`src/hdl/arlp_pkg.sv`:
```
// ----------------------------------------------------------------------------
// arlp_pkg
// Shared constants, byte codes and types of the AT response line parser.
// ----------------------------------------------------------------------------
package arlp_pkg;

	localparam int LINE_BYTES    = 32;
	localparam int CAPTURE_BYTES = 256;
	localparam int QUEUE_DEPTH   = 2;

	localparam int FILL_W  = $clog2(LINE_BYTES + 1);
	localparam int CAP_W   = $clog2(CAPTURE_BYTES);
	localparam int QPTR_W  = $clog2(QUEUE_DEPTH);
	localparam int QCNT_W  = $clog2(QUEUE_DEPTH + 1);

	localparam logic [7:0] CH_ASCII_MAX = 8'h7F;
	localparam logic [7:0] CH_LF        = 8'h0A;
	localparam logic [7:0] CH_DIGIT0    = 8'h30;

	// line positions the signal level digits are taken from
	localparam int DIG_POS_HI = 6;
	localparam int DIG_POS_LO = 7;

	localparam int PROMPT_LEN = 2;
	localparam int OK_LEN     = 2;
	localparam int CSQ_LEN    = 6;
	localparam int CSQ_ST_W   = $clog2(CSQ_LEN);

	localparam logic [7:0] PROMPT_PAT [PROMPT_LEN] = '{8'h3E, 8'h20};
	localparam logic [7:0] OK_PAT     [OK_LEN]     = '{8'h4F, 8'h4B};
	localparam logic [7:0] CSQ_PAT    [CSQ_LEN]    =
		'{8'h2B, 8'h43, 8'h53, 8'h51, 8'h3A, 8'h20};

	// classified byte handed from front to back
	typedef struct packed {
		logic [7:0]            data;
		logic                  is_high;
		logic                  is_lf;
		logic                  is_zero;
		logic [PROMPT_LEN-1:0] prompt_hit;
		logic [OK_LEN-1:0]     ok_hit;
		logic [CSQ_LEN-1:0]    csq_hit;
		logic                  cap_en;
	} cls_t;

	// one result
	typedef struct packed {
		logic       prompt_seen;
		logic       ok_seen;
		logic       level_valid;
		logic [7:0] signal_level;
		logic       capture_write;
		logic [7:0] capture_index;
		logic [7:0] capture_byte;
	} res_t;

endpackage

```
`src/hdl/arlp_front.sv`:
```
// ----------------------------------------------------------------------------
// arlp_front
// Accepts receive bytes and classifies them against the pattern characters.
// ----------------------------------------------------------------------------
module arlp_front (
	input  logic                in_valid,
	output logic                in_stall,
	input  logic [7:0]          rx_byte,
	input  logic                cap_en,
	input  logic                q_full,
	output logic                push,
	output arlp_pkg::cls_t      cls
);

	assign in_stall = q_full;
	assign push     = in_valid && !q_full;

	always_comb begin
		cls         = '0;
		cls.data    = rx_byte;
		cls.is_high = rx_byte > arlp_pkg::CH_ASCII_MAX;
		cls.is_lf   = rx_byte == arlp_pkg::CH_LF;
		cls.is_zero = rx_byte == 8'h00;
		cls.cap_en  = cap_en;
		for (int k = 0; k < arlp_pkg::PROMPT_LEN; k++) begin
			cls.prompt_hit[k] = rx_byte == arlp_pkg::PROMPT_PAT[k];
		end
		for (int k = 0; k < arlp_pkg::OK_LEN; k++) begin
			cls.ok_hit[k] = rx_byte == arlp_pkg::OK_PAT[k];
		end
		for (int k = 0; k < arlp_pkg::CSQ_LEN; k++) begin
			cls.csq_hit[k] = rx_byte == arlp_pkg::CSQ_PAT[k];
		end
	end

endmodule

```
`src/hdl/arlp_fifo.sv`:
```
// ----------------------------------------------------------------------------
// arlp_fifo
// Short queue of classified bytes between front and back.
// ----------------------------------------------------------------------------
module arlp_fifo (
	input  logic                clk,
	input  logic                arst_n,
	input  logic                push,
	input  arlp_pkg::cls_t      din,
	input  logic                pop,
	output arlp_pkg::cls_t      dout,
	output logic                not_empty,
	output logic                full
);

	arlp_pkg::cls_t                 mem_q [arlp_pkg::QUEUE_DEPTH];
	logic [arlp_pkg::QPTR_W-1:0]    wr_ptr_q;
	logic [arlp_pkg::QPTR_W-1:0]    rd_ptr_q;
	logic [arlp_pkg::QCNT_W-1:0]    count_q;

	function automatic logic [arlp_pkg::QPTR_W-1:0] ptr_inc(
		input logic [arlp_pkg::QPTR_W-1:0] p
	);
		return (p == arlp_pkg::QPTR_W'(arlp_pkg::QUEUE_DEPTH - 1)) ?
			'0 : p + 1'b1;
	endfunction

	assign not_empty = count_q != '0;
	assign full      = count_q == arlp_pkg::QCNT_W'(arlp_pkg::QUEUE_DEPTH);
	assign dout      = mem_q[rd_ptr_q];

	always_ff @(posedge clk) begin
		if (push) begin
			mem_q[wr_ptr_q] <= din;
		end
	end

	always_ff @(posedge clk or negedge arst_n) begin
		if (!arst_n) begin
			wr_ptr_q <= '0;
			rd_ptr_q <= '0;
			count_q  <= '0;
		end else begin
			if (push) begin
				wr_ptr_q <= ptr_inc(wr_ptr_q);
			end
			if (pop) begin
				rd_ptr_q <= ptr_inc(rd_ptr_q);
			end
			if (push && !pop) begin
				count_q <= count_q + 1'b1;
			end else if (pop && !push) begin
				count_q <= count_q - 1'b1;
			end
		end
	end

endmodule

```
`src/hdl/arlp_back.sv`:
```
// ----------------------------------------------------------------------------
// arlp_back
// Line state with rolling matchers, level decode, capture position and the
// output register.
// ----------------------------------------------------------------------------
module arlp_back (
	input  logic                clk,
	input  logic                arst_n,
	input  logic                q_valid,
	input  arlp_pkg::cls_t      cls,
	output logic                q_pop,
	output logic                out_valid,
	input  logic                out_stall,
	output arlp_pkg::res_t      res
);

	logic [arlp_pkg::FILL_W-1:0]   fill_q, fill_n;
	logic                          text_end_q, text_end_n;
	logic                          prompt_st_q, prompt_st_n;
	logic                          ok_st_q, ok_st_n;
	logic                          has_ok_q, has_ok_n;
	logic [arlp_pkg::CSQ_ST_W-1:0] csq_st_q, csq_st_n;
	logic                          has_csq_q, has_csq_n;
	logic [7:0]                    dig_hi_q, dig_hi_n;
	logic [7:0]                    dig_lo_q, dig_lo_n;
	logic [7:0]                    level_q, level_n;
	logic [arlp_pkg::CAP_W-1:0]    cap_pos_q, cap_pos_n;
	logic                          out_valid_q;
	arlp_pkg::res_t                res_q, res_n;

	logic       stored;
	logic       adv;
	logic       prompt_hit;
	logic       clear;
	logic [7:0] d_hi, d_lo, lvl_calc;

	assign q_pop     = q_valid && (!out_valid_q || !out_stall);
	assign out_valid = out_valid_q;
	assign res       = res_q;

	always_comb begin
		stored = fill_q < arlp_pkg::FILL_W'(arlp_pkg::LINE_BYTES);
		// byte extends the text only before a stored zero
		adv    = stored && !text_end_q;

		fill_n     = stored ? fill_q + 1'b1 : fill_q;
		text_end_n = text_end_q || (stored && cls.is_zero);
		dig_hi_n   = (stored && fill_q == arlp_pkg::FILL_W'(arlp_pkg::DIG_POS_HI)) ?
			cls.data : dig_hi_q;
		dig_lo_n   = (stored && fill_q == arlp_pkg::FILL_W'(arlp_pkg::DIG_POS_LO)) ?
			cls.data : dig_lo_q;

		prompt_hit  = adv && prompt_st_q && cls.prompt_hit[1];
		prompt_st_n = adv ? cls.prompt_hit[0] : prompt_st_q;

		ok_st_n  = adv ? cls.ok_hit[0] : ok_st_q;
		has_ok_n = has_ok_q || (adv && ok_st_q && cls.ok_hit[1]);

		csq_st_n  = csq_st_q;
		has_csq_n = has_csq_q;
		if (adv) begin
			if (cls.csq_hit[csq_st_q]) begin
				if (csq_st_q == arlp_pkg::CSQ_ST_W'(arlp_pkg::CSQ_LEN - 1)) begin
					has_csq_n = 1'b1;
					csq_st_n  = cls.csq_hit[0] ? arlp_pkg::CSQ_ST_W'(1) : '0;
				end else begin
					csq_st_n = csq_st_q + 1'b1;
				end
			end else begin
				csq_st_n = cls.csq_hit[0] ? arlp_pkg::CSQ_ST_W'(1) : '0;
			end
		end

		d_hi     = dig_hi_n - arlp_pkg::CH_DIGIT0;
		d_lo     = dig_lo_n - arlp_pkg::CH_DIGIT0;
		lvl_calc = (d_hi << 3) + (d_hi << 1) + d_lo;

		res_n               = '0;
		res_n.capture_write = cls.cap_en;
		if (cls.cap_en) begin
			res_n.capture_index = 8'(cap_pos_q);
			res_n.capture_byte  = cls.data;
			cap_pos_n = (cap_pos_q == arlp_pkg::CAP_W'(arlp_pkg::CAPTURE_BYTES - 1)) ?
				'0 : cap_pos_q + 1'b1;
		end else begin
			cap_pos_n = cap_pos_q;
		end

		level_n = level_q;
		clear   = 1'b0;
		if (cls.is_high) begin
			clear = 1'b1;
		end else if (prompt_hit) begin
			res_n.prompt_seen = 1'b1;
			clear             = 1'b1;
		end else if (cls.is_lf) begin
			clear = 1'b1;
			if (has_csq_n) begin
				res_n.level_valid = 1'b1;
				level_n           = lvl_calc;
			end
			if (has_ok_n) begin
				res_n.ok_seen = 1'b1;
				cap_pos_n     = '0;
			end
		end
		res_n.signal_level = level_n;

		if (clear) begin
			fill_n      = '0;
			text_end_n  = 1'b0;
			prompt_st_n = 1'b0;
			ok_st_n     = 1'b0;
			has_ok_n    = 1'b0;
			csq_st_n    = '0;
			has_csq_n   = 1'b0;
			dig_hi_n    = '0;
			dig_lo_n    = '0;
		end
	end

	always_ff @(posedge clk or negedge arst_n) begin
		if (!arst_n) begin
			fill_q      <= '0;
			text_end_q  <= 1'b0;
			prompt_st_q <= 1'b0;
			ok_st_q     <= 1'b0;
			has_ok_q    <= 1'b0;
			csq_st_q    <= '0;
			has_csq_q   <= 1'b0;
			dig_hi_q    <= '0;
			dig_lo_q    <= '0;
			level_q     <= '0;
			cap_pos_q   <= '0;
			out_valid_q <= 1'b0;
		end else begin
			if (q_pop) begin
				fill_q      <= fill_n;
				text_end_q  <= text_end_n;
				prompt_st_q <= prompt_st_n;
				ok_st_q     <= ok_st_n;
				has_ok_q    <= has_ok_n;
				csq_st_q    <= csq_st_n;
				has_csq_q   <= has_csq_n;
				dig_hi_q    <= dig_hi_n;
				dig_lo_q    <= dig_lo_n;
				level_q     <= level_n;
				cap_pos_q   <= cap_pos_n;
				out_valid_q <= 1'b1;
			end else if (!out_stall) begin
				out_valid_q <= 1'b0;
			end
		end
	end

	always_ff @(posedge clk) begin
		if (q_pop) begin
			res_q <= res_n;
		end
	end

endmodule

```
`src/hdl/at_response_line_parser.sv`:
```
// ----------------------------------------------------------------------------
// at_response_line_parser
// Parses modem receive bytes for the prompt, OK and +CSQ: lines and emits
// one result per byte, optionally with a capture store write.
// ----------------------------------------------------------------------------
// a byte accepted into the two-entry queue is classified on the way in; the
//   back pops it, updates its line state and registers the result
// throughput: one byte per cycle while the output is not stalled
// reset clears line state, signal level, capture position and capture_enable
module at_response_line_parser (
	input  logic       clk,
	input  logic       arst_n,
	input  logic       in_valid,
	output logic       in_stall,
	input  logic [7:0] rx_byte,
	input  logic       cfg_valid,
	output logic       cfg_ready,
	input  logic       cfg_data,
	output logic       out_valid,
	input  logic       out_stall,
	output logic       prompt_seen,
	output logic       ok_seen,
	output logic       level_valid,
	output logic [7:0] signal_level,
	output logic       capture_write,
	output logic [7:0] capture_index,
	output logic [7:0] capture_byte
);

	logic              capture_enable_q;
	logic              push;
	logic              pop;
	logic              q_full;
	logic              q_not_empty;
	arlp_pkg::cls_t    cls_in;
	arlp_pkg::cls_t    cls_head;
	arlp_pkg::res_t    res;

	assign cfg_ready = 1'b1;

	always_ff @(posedge clk or negedge arst_n) begin
		if (!arst_n) begin
			capture_enable_q <= 1'b0;
		end else if (cfg_valid && cfg_ready) begin
			capture_enable_q <= cfg_data;
		end
	end

	arlp_front u_front (
		.in_valid (in_valid),
		.in_stall (in_stall),
		.rx_byte  (rx_byte),
		.cap_en   (capture_enable_q),
		.q_full   (q_full),
		.push     (push),
		.cls      (cls_in)
	);

	arlp_fifo u_fifo (
		.clk       (clk),
		.arst_n    (arst_n),
		.push      (push),
		.din       (cls_in),
		.pop       (pop),
		.dout      (cls_head),
		.not_empty (q_not_empty),
		.full      (q_full)
	);

	arlp_back u_back (
		.clk       (clk),
		.arst_n    (arst_n),
		.q_valid   (q_not_empty),
		.cls       (cls_head),
		.q_pop     (pop),
		.out_valid (out_valid),
		.out_stall (out_stall),
		.res       (res)
	);

	assign prompt_seen   = res.prompt_seen;
	assign ok_seen       = res.ok_seen;
	assign level_valid   = res.level_valid;
	assign signal_level  = res.signal_level;
	assign capture_write = res.capture_write;
	assign capture_index = res.capture_index;
	assign capture_byte  = res.capture_byte;

	// prompt consumes the line, so no line-end report can come with it
	a_prompt_excl: assert property (@(posedge clk) disable iff (!arst_n)
		out_valid && prompt_seen |-> !ok_seen && !level_valid)
		else $error("prompt reported together with line end");

	a_capture_idle: assert property (@(posedge clk) disable iff (!arst_n)
		out_valid && !capture_write |-> capture_index == 8'h00 && capture_byte == 8'h00)
		else $error("capture fields not zero without capture write");

	// a request taken into an empty parser while capture is on comes back as a capture write of the same byte
	a_capture_echo: assert property (@(posedge clk) disable iff (!arst_n)
		in_valid && !in_stall && !out_valid && q_not_empty == 1'b0 && capture_enable_q
		|-> ##2 out_valid && capture_write && capture_byte == $past(rx_byte, 2))
		else $error("captured byte differs from received byte");

	a_level_hold: assert property (@(posedge clk) disable iff (!arst_n)
		out_valid && !out_stall ##1 out_valid && !level_valid && pop == 1'b0
		|-> $stable(signal_level))
		else $error("signal level changed without level update");

endmodule

```
`config.mk`:
```
export PLATFORM = sky130hd
export DESIGN_NAME = at_response_line_parser
export DESIGN_NICKNAME = d
export VERILOG_FILES = /design/src/hdl/arlp_pkg.sv /design/src/hdl/arlp_front.sv /design/src/hdl/arlp_fifo.sv /design/src/hdl/arlp_back.sv /design/src/hdl/at_response_line_parser.sv
export SDC_FILE = /design/constraint.sdc
export NUM_CORES = 1
export LEC_CHECK = 0
export BUFFER_PORTS_ARGS = -buffer_cell sky130_fd_sc_hd__buf_2
export CAP_MARGIN = 20
export CORE_MARGIN = 1.5
export CORE_UTILIZATION = 35
export CTS_BUF_LIST = sky130_fd_sc_hd__clkbuf_16
export CTS_CLUSTER_DIAMETER = 50
export DETAILED_ROUTE_END_ITERATION = 16
export REMOVE_ABC_BUFFERS = 1
export SETUP_SLACK_MARGIN = 0.02
export SYNTH_ARGS = -nofsm -noshare
export SYNTH_HDL_FRONTEND = slang
export SYNTH_SLANG_ARGS = --single-unit
export TNS_END_PERCENT = 10
```
`constraint.sdc`:
```
create_clock -name clk -period 3.6 [get_ports clk]
set_input_delay 0.36 -clock clk [delete_from_list [all_inputs] [get_ports clk]]
set_output_delay 0.36 -clock clk [all_outputs]
set_load 0.1 [all_outputs]
```
## After elaboration in Yosys (flattened, before gate mapping)

Memories as Yosys holds them, arrays and structs flattened.
Cells that the tools add are included.

| storage, ports and cells | value |
|---|---|
| flip-flop bits (word level) | 80 |
| bits in latches | 0 |
| bits in writable memories | 44 |
| bits in read-only memories | 0 |
| bits of input ports | 14 |
| output and inout port bits | 31 |
| word-level logic and storage cells | 131 |
| memories | 1 |

Memory list:

| name | depth | bits a word | rd ports | clocked after Yosys merged registers in | wr ports | line | RTL |
|---|---|---|---|---|---|---|---|
| u_fifo.mem_q | 2 | 22 | 1 | 0 | 1 | arlp_fifo.sv:16 | `arlp_pkg::cls_t mem_q [arlp_pkg::QUEUE_DEPTH];` |

| cells by class | value |
|---|---|
| add/subtract/negate cells | 11 |
| multipliers | 0 |
| div/mod/pow operators | 0 |
| order comparisons | 3 |
| equal/unequal tests | 16 |
| shift-type cells | 0 |
| mux-type cells | 47 |
| bitwise gates (word level) | 1 |
| reduce and logical (&&, ||, !) cells | 29 |

Operators by type and width:

| operator | number |
|---|---|
| $mux 8 | 14 |
| $eq 8x7->1 const B | 5 |
| $eq 8x6->1 const B | 4 |
| $mux 1 | 24 |
| $add 8x8->8 | 2 |
| $eq 6x3->1 const B | 2 |
| $logic_and 1x1->1 | 12 |
| $mux 3 | 4 |
| $mux 6 | 2 |
| $add 8x1->8 const B | 1 |
| $eq 8x4->1 const B | 1 |
| $eq 8x8->1 const B | 1 |
| $gt 8x7->1 const B | 1 |
| $logic_not 8->1 | 1 |
| $reduce_bool 2->1 | 4 |
| $sub 8x6->8 const B | 1 |
| $sub 7x6->7 const B | 1 |
| $add 6x1->6 const B | 1 |
| $logic_not 1->1 | 6 |
| $lt 6x6->1 const B | 1 |
| $lt 3x4->1 const B | 1 |
| $mux 2 | 2 |
| $reduce_and 2->1 | 2 |
| $add 3x1->3 const B | 1 |
| 10 further kinds | 13 |

## Logic depth before layout (Yosys ltp)

Gate-level depths: netlist of run 1.

| logic depth | value |
|---|---|
| word-level depth | 10 |
| gate-level depth with buffers | 18 |
| mapped depth without buffers | 17 |

## Hierarchy

From an unflattened synthesis of run 1, not the netlist that was laid out.

| unflattened totals | value |
|---|---|
| cells, all modules | 466 |
| area total of the unflattened synthesis | 5884.4 um2 |

Modules (own cells, without submodules):

| module | instances | cells each | area an instance (um2) | seq. area each (um2) |
|---|---|---|---|---|
| arlp_back | 1 | 342 | 3788.6 | 1991.9 |
| arlp_fifo | 1 | 84 | 1780.5 | 1421.4 |
| arlp_front | 1 | 36 | 264.0 | 0.0 |
| at_response_line_parser | 1 | 4 | 51.3 | 25.0 |

## Least setup slack after synthesis of run 1

OpenSTA, ideal clock, no wires.

| path | value |
|---|---|
| kind | register -> register |
| start | register u_fifo.rd_ptr_q |
| end | register u_back.res_q (netlist bit u_back.res[24]), data pin |
| library setup time | 0.260 ns |
| data arrival time | 3.730 ns |
| required time | 3.340 ns |
| slack | -0.390 ns |
| cell stages (with the launch flop) | 19 |
| buffers on the path | 3 |
| period minus slack after synthesis | 3.990 ns |
| path through | dfrtp_1 -> buf_6 -> buf_6 -> buf_2 -> mux2i_1 -> nor2_1 -> a21oi_1 -> fa_1 -> inv_1 -> ha_1 -> ha_1 -> inv_1 -> fa_1 -> inv_1 -> a21o_1 -> a21oi_1 -> xnor3_1 -> xnor3_1 -> mux2_2 |

| on the way | value |
|---|---|
| word-level cells in the longest chain between the ends | 9 |
| elaborated cells between the ends (all ways) | 16 |
| classes of those cells | add/sub: 4; mux: 10; reduce/logical: 1; memory: 1 |

Ends and longest elaborated chain:

| item | line | RTL |
|---|---|---|
| from (decl) | arlp_fifo.sv:18 | `logic [arlp_pkg::QPTR_W-1:0] rd_ptr_q;` |
| from (signal assigned) | arlp_fifo.sv:48 | `rd_ptr_q <= ptr_inc(rd_ptr_q);` |
| $mem_v2 2x22 (*) | n/a |  |
| $mux 8 or $bmux 1 s3 (tied branches) | arlp_back.sv:48, arlp_back.sv:62 |  |
| $sub 7x6->7 or $mux 1 (tied branches) | arlp_back.sv:74, arlp_back.sv:62 |  |
| $add 8x8->8 or $mux 1 (tied branches) | arlp_back.sv:76, arlp_back.sv:62 |  |
| $add 8x8->8 or $mux 1 (tied branches) | arlp_back.sv:76, arlp_back.sv:61 |  |
| $mux 8 | arlp_back.sv:98 | `if (has_csq_n) begin` |
| $mux 8 | arlp_back.sv:96 | `end else if (cls.is_lf) begin` |
| $mux 8 | arlp_back.sv:93 | `end else if (prompt_hit) begin` |
| $mux 8 (*) | arlp_back.sv:91 | `if (cls.is_high) begin` |
| net u_back.level_n[7] | arlp_back.sv:26 | `logic [7:0] level_q, level_n;` |
| to (signal assigned) | arlp_back.sv:158 | `res_q <= res_n;` |
| to (decl) | arlp_back.sv:29 | `arlp_pkg::res_t res_q, res_n;` |

The timed path passes the listed nets; every way through them passes the cells marked *. The select of a mux whose other input is x is not followed.
A chain may end at the register's enable or synchronous reset.

## Worst setup path in the final report of run 1

| path | value |
|---|---|
| start | register u_back.fill_q[3] (netlist bit) |
| end | register u_back.res_q (netlist bit u_back.res[24]), data pin |

| on the way | value |
|---|---|
| word-level cells in the longest chain between the ends | 10 |
| elaborated cells between the ends (all ways) | 19 |
| classes of those cells | add/sub: 4; order compare: 1; eq/ne: 2; mux: 7; reduce/logical: 5 |

Ends and longest elaborated chain:

| item | line | RTL |
|---|---|---|
| from (decl) | arlp_back.sv:17 | `logic [arlp_pkg::FILL_W-1:0] fill_q, fill_n;` |
| from (signal assigned) | arlp_back.sv:138 | `fill_q <= fill_n;` |
| $lt 6x6->1 or $eq 6x3->1 (tied branches) | arlp_back.sv:42, arlp_back.sv:48 |  |
| $logic_and 1x1->1 | arlp_back.sv:48 | `dig_hi_n = (stored && fill_q == arlp_pkg::FILL_W'(arlp_pkg::DIG_POS_HI)) ?` |
| $mux 8 | arlp_back.sv:48 |  |
| $sub 7x6->7 | arlp_back.sv:74 | `d_hi = dig_hi_n - arlp_pkg::CH_DIGIT0;` |
| $add 8x8->8 (2 in a row) | arlp_back.sv:76 | `lvl_calc = (d_hi << 3) + (d_hi << 1) + d_lo;` |
| $mux 8 | arlp_back.sv:98 |  |
| $mux 8 | arlp_back.sv:96 |  |
| $mux 8 (*) | arlp_back.sv:93 |  |
| $mux 8 (*) | arlp_back.sv:91 |  |
| net u_back.level_n[7] | arlp_back.sv:26 |  |

The timed path passes the listed nets; every way through them passes the cells marked *.

==> key figures, run 1 <==
Status
  – Status: finished, violations left
  – Failing checks: setup timing

CTS
  – Num CTS Buffers: 17
  – Clk slew on worst S/H paths: about 0.050 ns
  – CTS Sinks: between 100 and 150
  – Clk_lat worst skew: between 0.4 and 0.5 ns
  – CTS HTree Levels: 4
  – CTS tree: built
  – CTS root buf: clkbuf_16
  – Maximum buffer depth of the clock tree: 2

Global route
  – Vias in the first global route: 3,753
  – Global-route wire length before repair: 18,900 um
  – Grt ovf: 0
  – Pin count of the biggest net entering global routing: 31
  – GRT Total Usage: between 10% and 20%
  – Antenna violations before repair: 0

Critical path
  – Reg2reg start: u_back.fill_q[3]
  – Worst path cell trace: nor4b_4 -> nand2_4 -> buf_12 -> nor2_4 -> a21oi_4 -> fa_1 -> inv_2 -> ha_4 -> ha_4 -> inv_2 -> fa_2 -> inv_2 -> a21o_1 -> a21oi_2 -> xnor3_1 -> xnor3_1 -> mux2_4
  – Worst setup EP type: register
  – Critical path's largest stage delay: roughly 0.56 ns
  – Worst path most repeated cell: inv_2
  – WS Path Type: reg2reg
  – Worst-path cell with the longest stage delay: fa_1
  – Buf+Inv Stages, Crit Path: 4
  – Worst-path fanout max: 4
  – Critical Path Source Type: register
  – Worst Path Arrival: between 3 and 4 ns
  – Flop-to-flop setup slack: -0.23 ns
  – R2R depth: 17
  – Crit path max-delay family: adder cells
  – Worst EP required: about 3.8 ns
  – R2R Path End: u_back.res[24]

Timing
  – Final setup violation count: 2
  – Worst setup margin: -0.234 ns
  – Pins over their slew limit: 0
  – Maximum achievable frequency: ~0.26 GHz
  – Setup repair after global routing missed its margin: true
  – Setup tns final: -0.319 ns
  – Crit path time final: about 3.8 ns
  – Hold slack: roughly 0.18 ns
  – Part of the cycle the worst path needs: 106%
  – Worst Skew: approximately 0.0073 ns
  – Worst-Margin Slew: approximately 0.97 ns
  – Worst relative slew slack: between 30% and 40%
  – Final Hold Viols: 0

Min path
  – Hold Crit Class: in2reg
  – Hold Path End: capture_enable_q
  – Hold_sp: cfg_data
  – Hold Crit Depth: 2

Logic synthesis
  – Post-synth EDFFs: 70
  – Xor and xnor area share after synthesis: roughly 2.2%
  – Ys flop type: edfxtp_1
  – Register area share after synthesis: 59.7%
  – Combinational family with the most area after synthesis: simple AND/OR/NAND/NOR gates
  – FFs w/ async S/R, synth: between 40% and 50%
  – Cell variety after synth: 52
  – Adder-cell share of the synthesized area: between 5 and 6%
  – Average cell area after synthesis: roughly 12 sq um
  – Syn Inst Count: around 460
  – Simple-gate share of the synthesized area: 12.2%
  – Synthesized flop and latch total: roughly 120
  – Yosys Warn Count: 0
  – Synth Area in Compound Gates: under 10%
  – Post-Syn Area: approximately 0.0057 sq mm
  – Post-synthesis mux area share: 7.89%

Flow run
  – Max-cap violation count: 0

Floorplanning
  – Die X: roughly 130 um
  – Rows: 46
  – Die area: 0.0169 sq mm
  – Die Span Y: 130 um
  – Initial Utilization: a little over a third
  – Core area: between 0.015 and 0.02 sq mm
  – IO Pins: 45

Placed design
  – Port Buf Inserts: 43
  – DP Cell Count: around 750
  – Final GP Congestion: about 0.83
  – Dpl ws: -0.379 ns
  – Dpl hpwl: 7900 um

Finish
  – Non-Filler Instances: between 700 and 800
  – Final design utilization: between 40% and 50%
  – Final net count: 594
  – Most frequent cells in the layout: 70 x edfxtp_1, 50 x dfrtp_1, 46 x nand2_1
  – N_diodes: 0
  – Layout cell share with drive strength beyond 1: 30.4%
  – Commonest non-fill, non-tap cell in the layout: edfxtp_1
  – Layout area overhead: 27.5%

Drt
  – Total Wirelength: 11,800 um
  – Vias post-DR: roughly 3,800
  – Detailed Routing Iterations Pass 1: 4
  – Via density: around 4.9
  – Starting DRT DRC Count: 276
  – Post-route ant nets: 0
  – Wire per inst: around 15 um
  – DRC Markers: 0

Pwr
  – Leak: approximately 0.0031 uW
  – PwrDens: around 800 mW/mm^2
  – Peak VDD IR: roughly 0.00036 V
-- stage by stage --
| step | power (uW) | instance area (sq um) |
|---|---|---|
| global route | 6180 | 7220 |
| global placement | 4160 | 6360 |
| CTS | 5950 | 7100 |
| finish | 5900 | 7220 |
| detailed placement | 4210 | 6360 |
| floorplan | 3640 | 5560 |
-- registers in the layout (all words and copies together) (netlist names) --
signal / cells
capture_enable_q: 1
u_back.csq_st_q: 3
u_back.res: 28
u_back.cap_pos_q: 8
u_back.level_q: 8
u_fifo.mem_q: 42
u_fifo.count_q: 2
u_back.fill_q: 6
u_fifo.wr_ptr_q: 1
u_back.out_valid: 1
u_back.dig_hi_q: 7
u_back.ok_st_q: 1
u_back.has_ok_q: 1
u_back.has_csq_q: 1
u_back.dig_lo_q: 8
u_back.text_end_q: 1
u_fifo.rd_ptr_q: 1
u_back.prompt_st_q: 1
-- worst reg2reg max path: cells and delay by family, from the launching register on --
kind                       cells  cell delay, ns
AOI/OAI and AO/OA              3            0.21
adders and majority gates      4            1.30
xor gates and xnor gates       2            0.47
buffers and inverters          4            0.28
and+or+nand+nor                3            0.63
DFF                            1            0.41
muxes                          1            0.28
-- synthesized netlist by cell type, drive strengths merged (10+ instances only) --
library cell | instances | area share [%]
mux2 | 17 | 3.8
ha | 16 | 3.5
dfrtp | 51 | 23
o21ai | 30 | 2.7
nor2 | 44 | 2.9
clkbuf | 10 | 0.66
nand2 | 49 | 3.3
inv | 27 | 1.8
a21oi | 20 | 1.8
and2 | 10 | 1.1
edfxtp | 70 | 37
nand3 | 13 | 1.1
mux2i | 18 | 3.2
-- area by class of cell --
cell class / count / area [sq um]
clock buffers: 17 / 425
clock inverters: 15 / 168
fillers: 1429 / 8610
inverters: 27 / 101
multi-input cells: 299 / 2250
flip-flops and latches: 121 / 3380
well taps: 216 / 270
repair buffers: 93 / 621
-- metal layers --
layer | GRT usage (%) | routed length, um | share of wire, %
met2 | 23.4 | 5610 | 47
met1 | 18.6 | 5450 | 46
met5 | 0 | 0 | 0
met3 | 4.10 | 446 | 3.8
met4 | 8.50 | 320 | 2.7
-- power breakdown --
group / switching (uW) / internal, uW / total [uW]
clock network: 578 / 1130 / 1710
logic: 1670 / 496 / 2160
registers: 163 / 1860 / 2020
total: 2410 / 3490 / 5900
-- cell families after synthesis --
family                     Yosys count
and+or+nand+nor                    147
DFF                                121
AOI/OAI and AO/OA                   81
buffers and inverters               44
muxes                               37
adders and majority gates           21
xor gates and xnor gates            11
other                                1
-- worst max path at each step --
| stage | startpoint | end | slack [ns] | depth (start not counted) |
|---|---|---|---|---|
| floorplan | u_fifo.rd_ptr_q | u_back.res[24] | -0.54 | 15 |
| CTS | u_back.fill_q[4] | u_back.res[24] | -0.14 | 16 |
| finish | u_back.fill_q[3] | u_back.res[24] | -0.23 | 17 |
| global placement | u_back.fill_q[3] | u_back.res[24] | -0.32 | 16 |
| detailed placement | u_back.fill_q[3] | u_back.res[24] | -0.38 | 16 |
| global route | u_back.fill_q[3] | u_back.res[24] | -0.33 | 17 |
-- what timing repair did --
item	in CTS	in global routing
gates cloned	1	0
hold buffers	1	0
resized for setup	28	15
setup buffers	5	3
pin swaps	17	16
setup endpoints to repair	2	3
hold endpoints to repair	21	0
Power figures use the tool's default switching activity.
==> run 2: changes to the inputs <==
ABC_AREA = 1   (was not set)
==> run 2 against run 1 <==
The flow now finishes without violations; highest routed layer unchanged; die area rose by 2.2%; largest power group unchanged; utilization fell by 1.5 points; area after synthesis rose by 2.2%; fmax rose by 13%; clock skew rose by 0.0012 ns; clock power barely moved; count of clock-buffer cells in the layout did not move; combinational power rose by 25%; non-clock buffer count fell by 28; global-route usage fell by 0.53 points; hold slack got worse by 0.13 ns; sequential share of layout area rose by 1.1 points.
==> key figures, run 2 <==
Logic synthesis
  – Yosys Warn Count: 0
  – Most numerous cell in the Yosys netlist: nand2_1
  – Cell variety after synth: 45
  – Most area-consuming cells after synthesis: edfxtp_1 36%, dfrtp_1 22%, nand2_1 8.0%
  – Syn Inst Count: 578
  – Share of the synthesized area in the top cell type: a little over a third
  – FFs w/ async S/R, synth: 42.1%
  – Synthesized flop and latch total: 121
  – Average cell area after synthesis: 10.0 sq um
  – Post-Syn Area: approximately 0.0058 sq mm
  – Ys flop type: edfxtp_1
  – Post-synth EDFFs: 70
  – Post-synth top cells: 123 x nand2_1, 77 x inv_1, 70 x edfxtp_1
  – Post-synth top area cell: edfxtp_1
  – Register area share after synthesis: between 50% and 60%

CTS
  – CTS Sinks: approximately 120
  – Hold Buf Count CTS: 0
  – CTS HTree Levels: 4
  – Clk_lat worst skew: 0.42 ns
  – CTS root buf: clkbuf_16
  – Maximum buffer depth of the clock tree: 2
  – Clk slew on worst S/H paths: roughly 0.050 ns
  – CTS tree: built
  – Num CTS Buffers: 17

Drt
  – Total Wirelength: around 12,000 um
  – Wire per inst: 13.4 um
  – Detailed Routing Iterations Pass 1: 4
  – Post-route ant nets: 0
  – Via density: about 4.7
  – DRC Markers: 0
  – Vias post-DR: about 4,000
  – Starting DRT DRC Count: between 200 and 250

Finish
  – Layout area overhead: 22.1%
  – Largest register FFs: 42
  – N_diodes: 0
  – Most frequent cells in the layout: 122 x nand2_1, 77 x inv_1, 70 x edfxtp_1
  – Layout cell share with drive strength beyond 1: between 20 and 25%
  – Non-Filler Instances: 877
  – Commonest non-fill, non-tap cell in the layout: nand2_1
  – Final net count: just under 700
  – Final design utilization: 44.1%
  – Reg with most FFs: u_fifo.mem_q
  – Final Cell Area: roughly 0.007 sq mm

Placed design
  – Area after DPL: 0.00629 sq mm
  – DP Cell Count: roughly 840
  – Final GP Congestion: around 0.90
  – Dpl ws: -0.0378 ns
  – Port Buf Inserts: 43
  – Dpl hpwl: 8260 um

Global route
  – Global-route wire length before repair: 19,500 um
  – Antenna violations before repair: 0
  – Grt ovf: 0
  – Vias in the first global route: roughly 4,000
  – Pin count of the biggest net entering global routing: 37
  – GRT Total Usage: 14.4%

Timing
  – Worst Skew: 0.00845 ns
  – Worst relative slew slack: 43.4%
  – Part of the cycle the worst path needs: between 90% and 100%
  – Worst-Margin Slew: 0.849 ns
  – Pins over their slew limit: 0
  – Final Hold Viols: 0
  – Final setup violation count: 0
  – Worst setup margin: 0.214 ns
  – Maximum achievable frequency: approximately 0.30 GHz
  – Crit path time final: around 3.4 ns

Critical path
  – WS Path Type: reg2reg
  – Worst setup EP type: register
  – Critical Path Source Type: register
  – Worst EP required: between 3 and 4 ns
  – Worst Path Arrival: 3.55 ns
  – Worst-path fanout max: 4

Min path
  – Hold Crit Class: in2async

Floorplanning
  – Die Span Y: 132 um
  – Core area: between 0.015 and 0.02 sq mm
  – Die X: between 100 and 150 um
  – Rows: 46
  – IO Pins: between 40 and 50
  – Die area: around 0.017 sq mm
  – Initial Utilization: about 36%

Pwr
  – PwrDens: between 900 and 1000 mW/mm^2
  – Leak: 0.00316 uW
  – Peak VDD IR: roughly 0.00053 V

Flow run
  – Max-cap violation count: 0

Status
  – Status: finished clean
==> run 2: metrics by stage <==
stage	power [uW]	hold slack [ns]	setup TNS (ns)
2_1_floorplan	4290	0.0644	0
3_3_place_gp	4830	0.457	0
3_5_place_dp	4870	0.457	-0.0425
4_1_cts	6610	0.0764	0
5_1_grt	6900	0.107	-0.0177
6_report	6560	0.0490	0
==> run 2: worst max-delay path, stage by stage (launching register included) <==
cell	delay (ns)
dfrtp_2	0.44
inv_2	0.08
ha_4	0.14
nand3_2	0.09
nor2_4	0.16
o21ai_2	0.10
fa_1	0.50
inv_1	0.05
ha_1	0.27
ha_2	0.17
inv_1	0.05
fa_2	0.33
nand3b_1	0.18
nand2_1	0.08
nand2_2	0.06
nand2_1	0.06
nand2_1	0.05
nand2_1	0.09
nand3_2	0.08
nand3_2	0.08
nand2_2	0.05
==> run 2: layout make-up <==
cell class                      instances  area [sq um]
Multi-Input combinational cell        360          2110
Clock buffer                           17           425
Sequential cell                       121          3380
Timing Repair Buffer                   65           393
Inverter                               83           314
Clock inverter                         15           170
Tap cell                              216           270
Fill cell                            1518          8940
==> run 2: logic make-up (layout without fill, tap and decap cells) <==
logic type               after synthesis  in the layout  synth area share (%)
AO/OA/AOI/OAI                         69             69                  6.90
XOR/XNOR                              13             13                  1.97
adder cells (fa/ha/maj)               21             21                  5.19
buffers and inverters                 97            180                  7.07
flip-flops                           121            121                  58.4
multiplexers                           7              7                  1.23
other                                  1              1                0.0648
AND/OR/NAND/NOR                      249            249                  19.2
==> run 2: final timing paths <==
| path | end | start | depth (start not counted) | slack, ns |
|---|---|---|---|---|
| min in group clk | capture_enable_q | cfg_data | 2 | 0.18 |
| max | u_back.res[24] | u_back.fill_q[0] | 20 | 0.21 |
| min | u_back.out_valid | arst_n | 1 | 0.05 |
| max in group asynchronous | u_back.level_q[3] | arst_n | 2 | 2.78 |
| min reg2reg | u_fifo.mem_q[1][0] | capture_enable_q | 0 | 0.47 |
| max reg2reg | u_back.res[24] | u_back.fill_q[0] | 20 | 0.21 |
==> run 2: power by group <==
| part | internal (uW) | switching (uW) |
|---|---|---|
| clock | 1130 | 578 |
| combinational | 515 | 2190 |
| sequential | 1970 | 172 |
| total | 3620 | 2940 |
==> run 2: timing repair <==
| item | CTS | global route |
|---|---|---|
| pin swaps | 1 | 10 |
| endpoints found under the setup margin | 2 | 2 |
| hold endpoints to repair | 0 | 0 |
| buffers inserted | 1 | 6 |
| resized for setup | 4 | 34 |
==> run 2: per-layer routing <==
layer	vias to the layer above	track usage, %	routed length, um
li1	2039	-	-
met1	1950	18.5	5620
met2	81	22.5	5480
met3	18	3.86	464
met4	0	6.79	214
met5	-	0	0
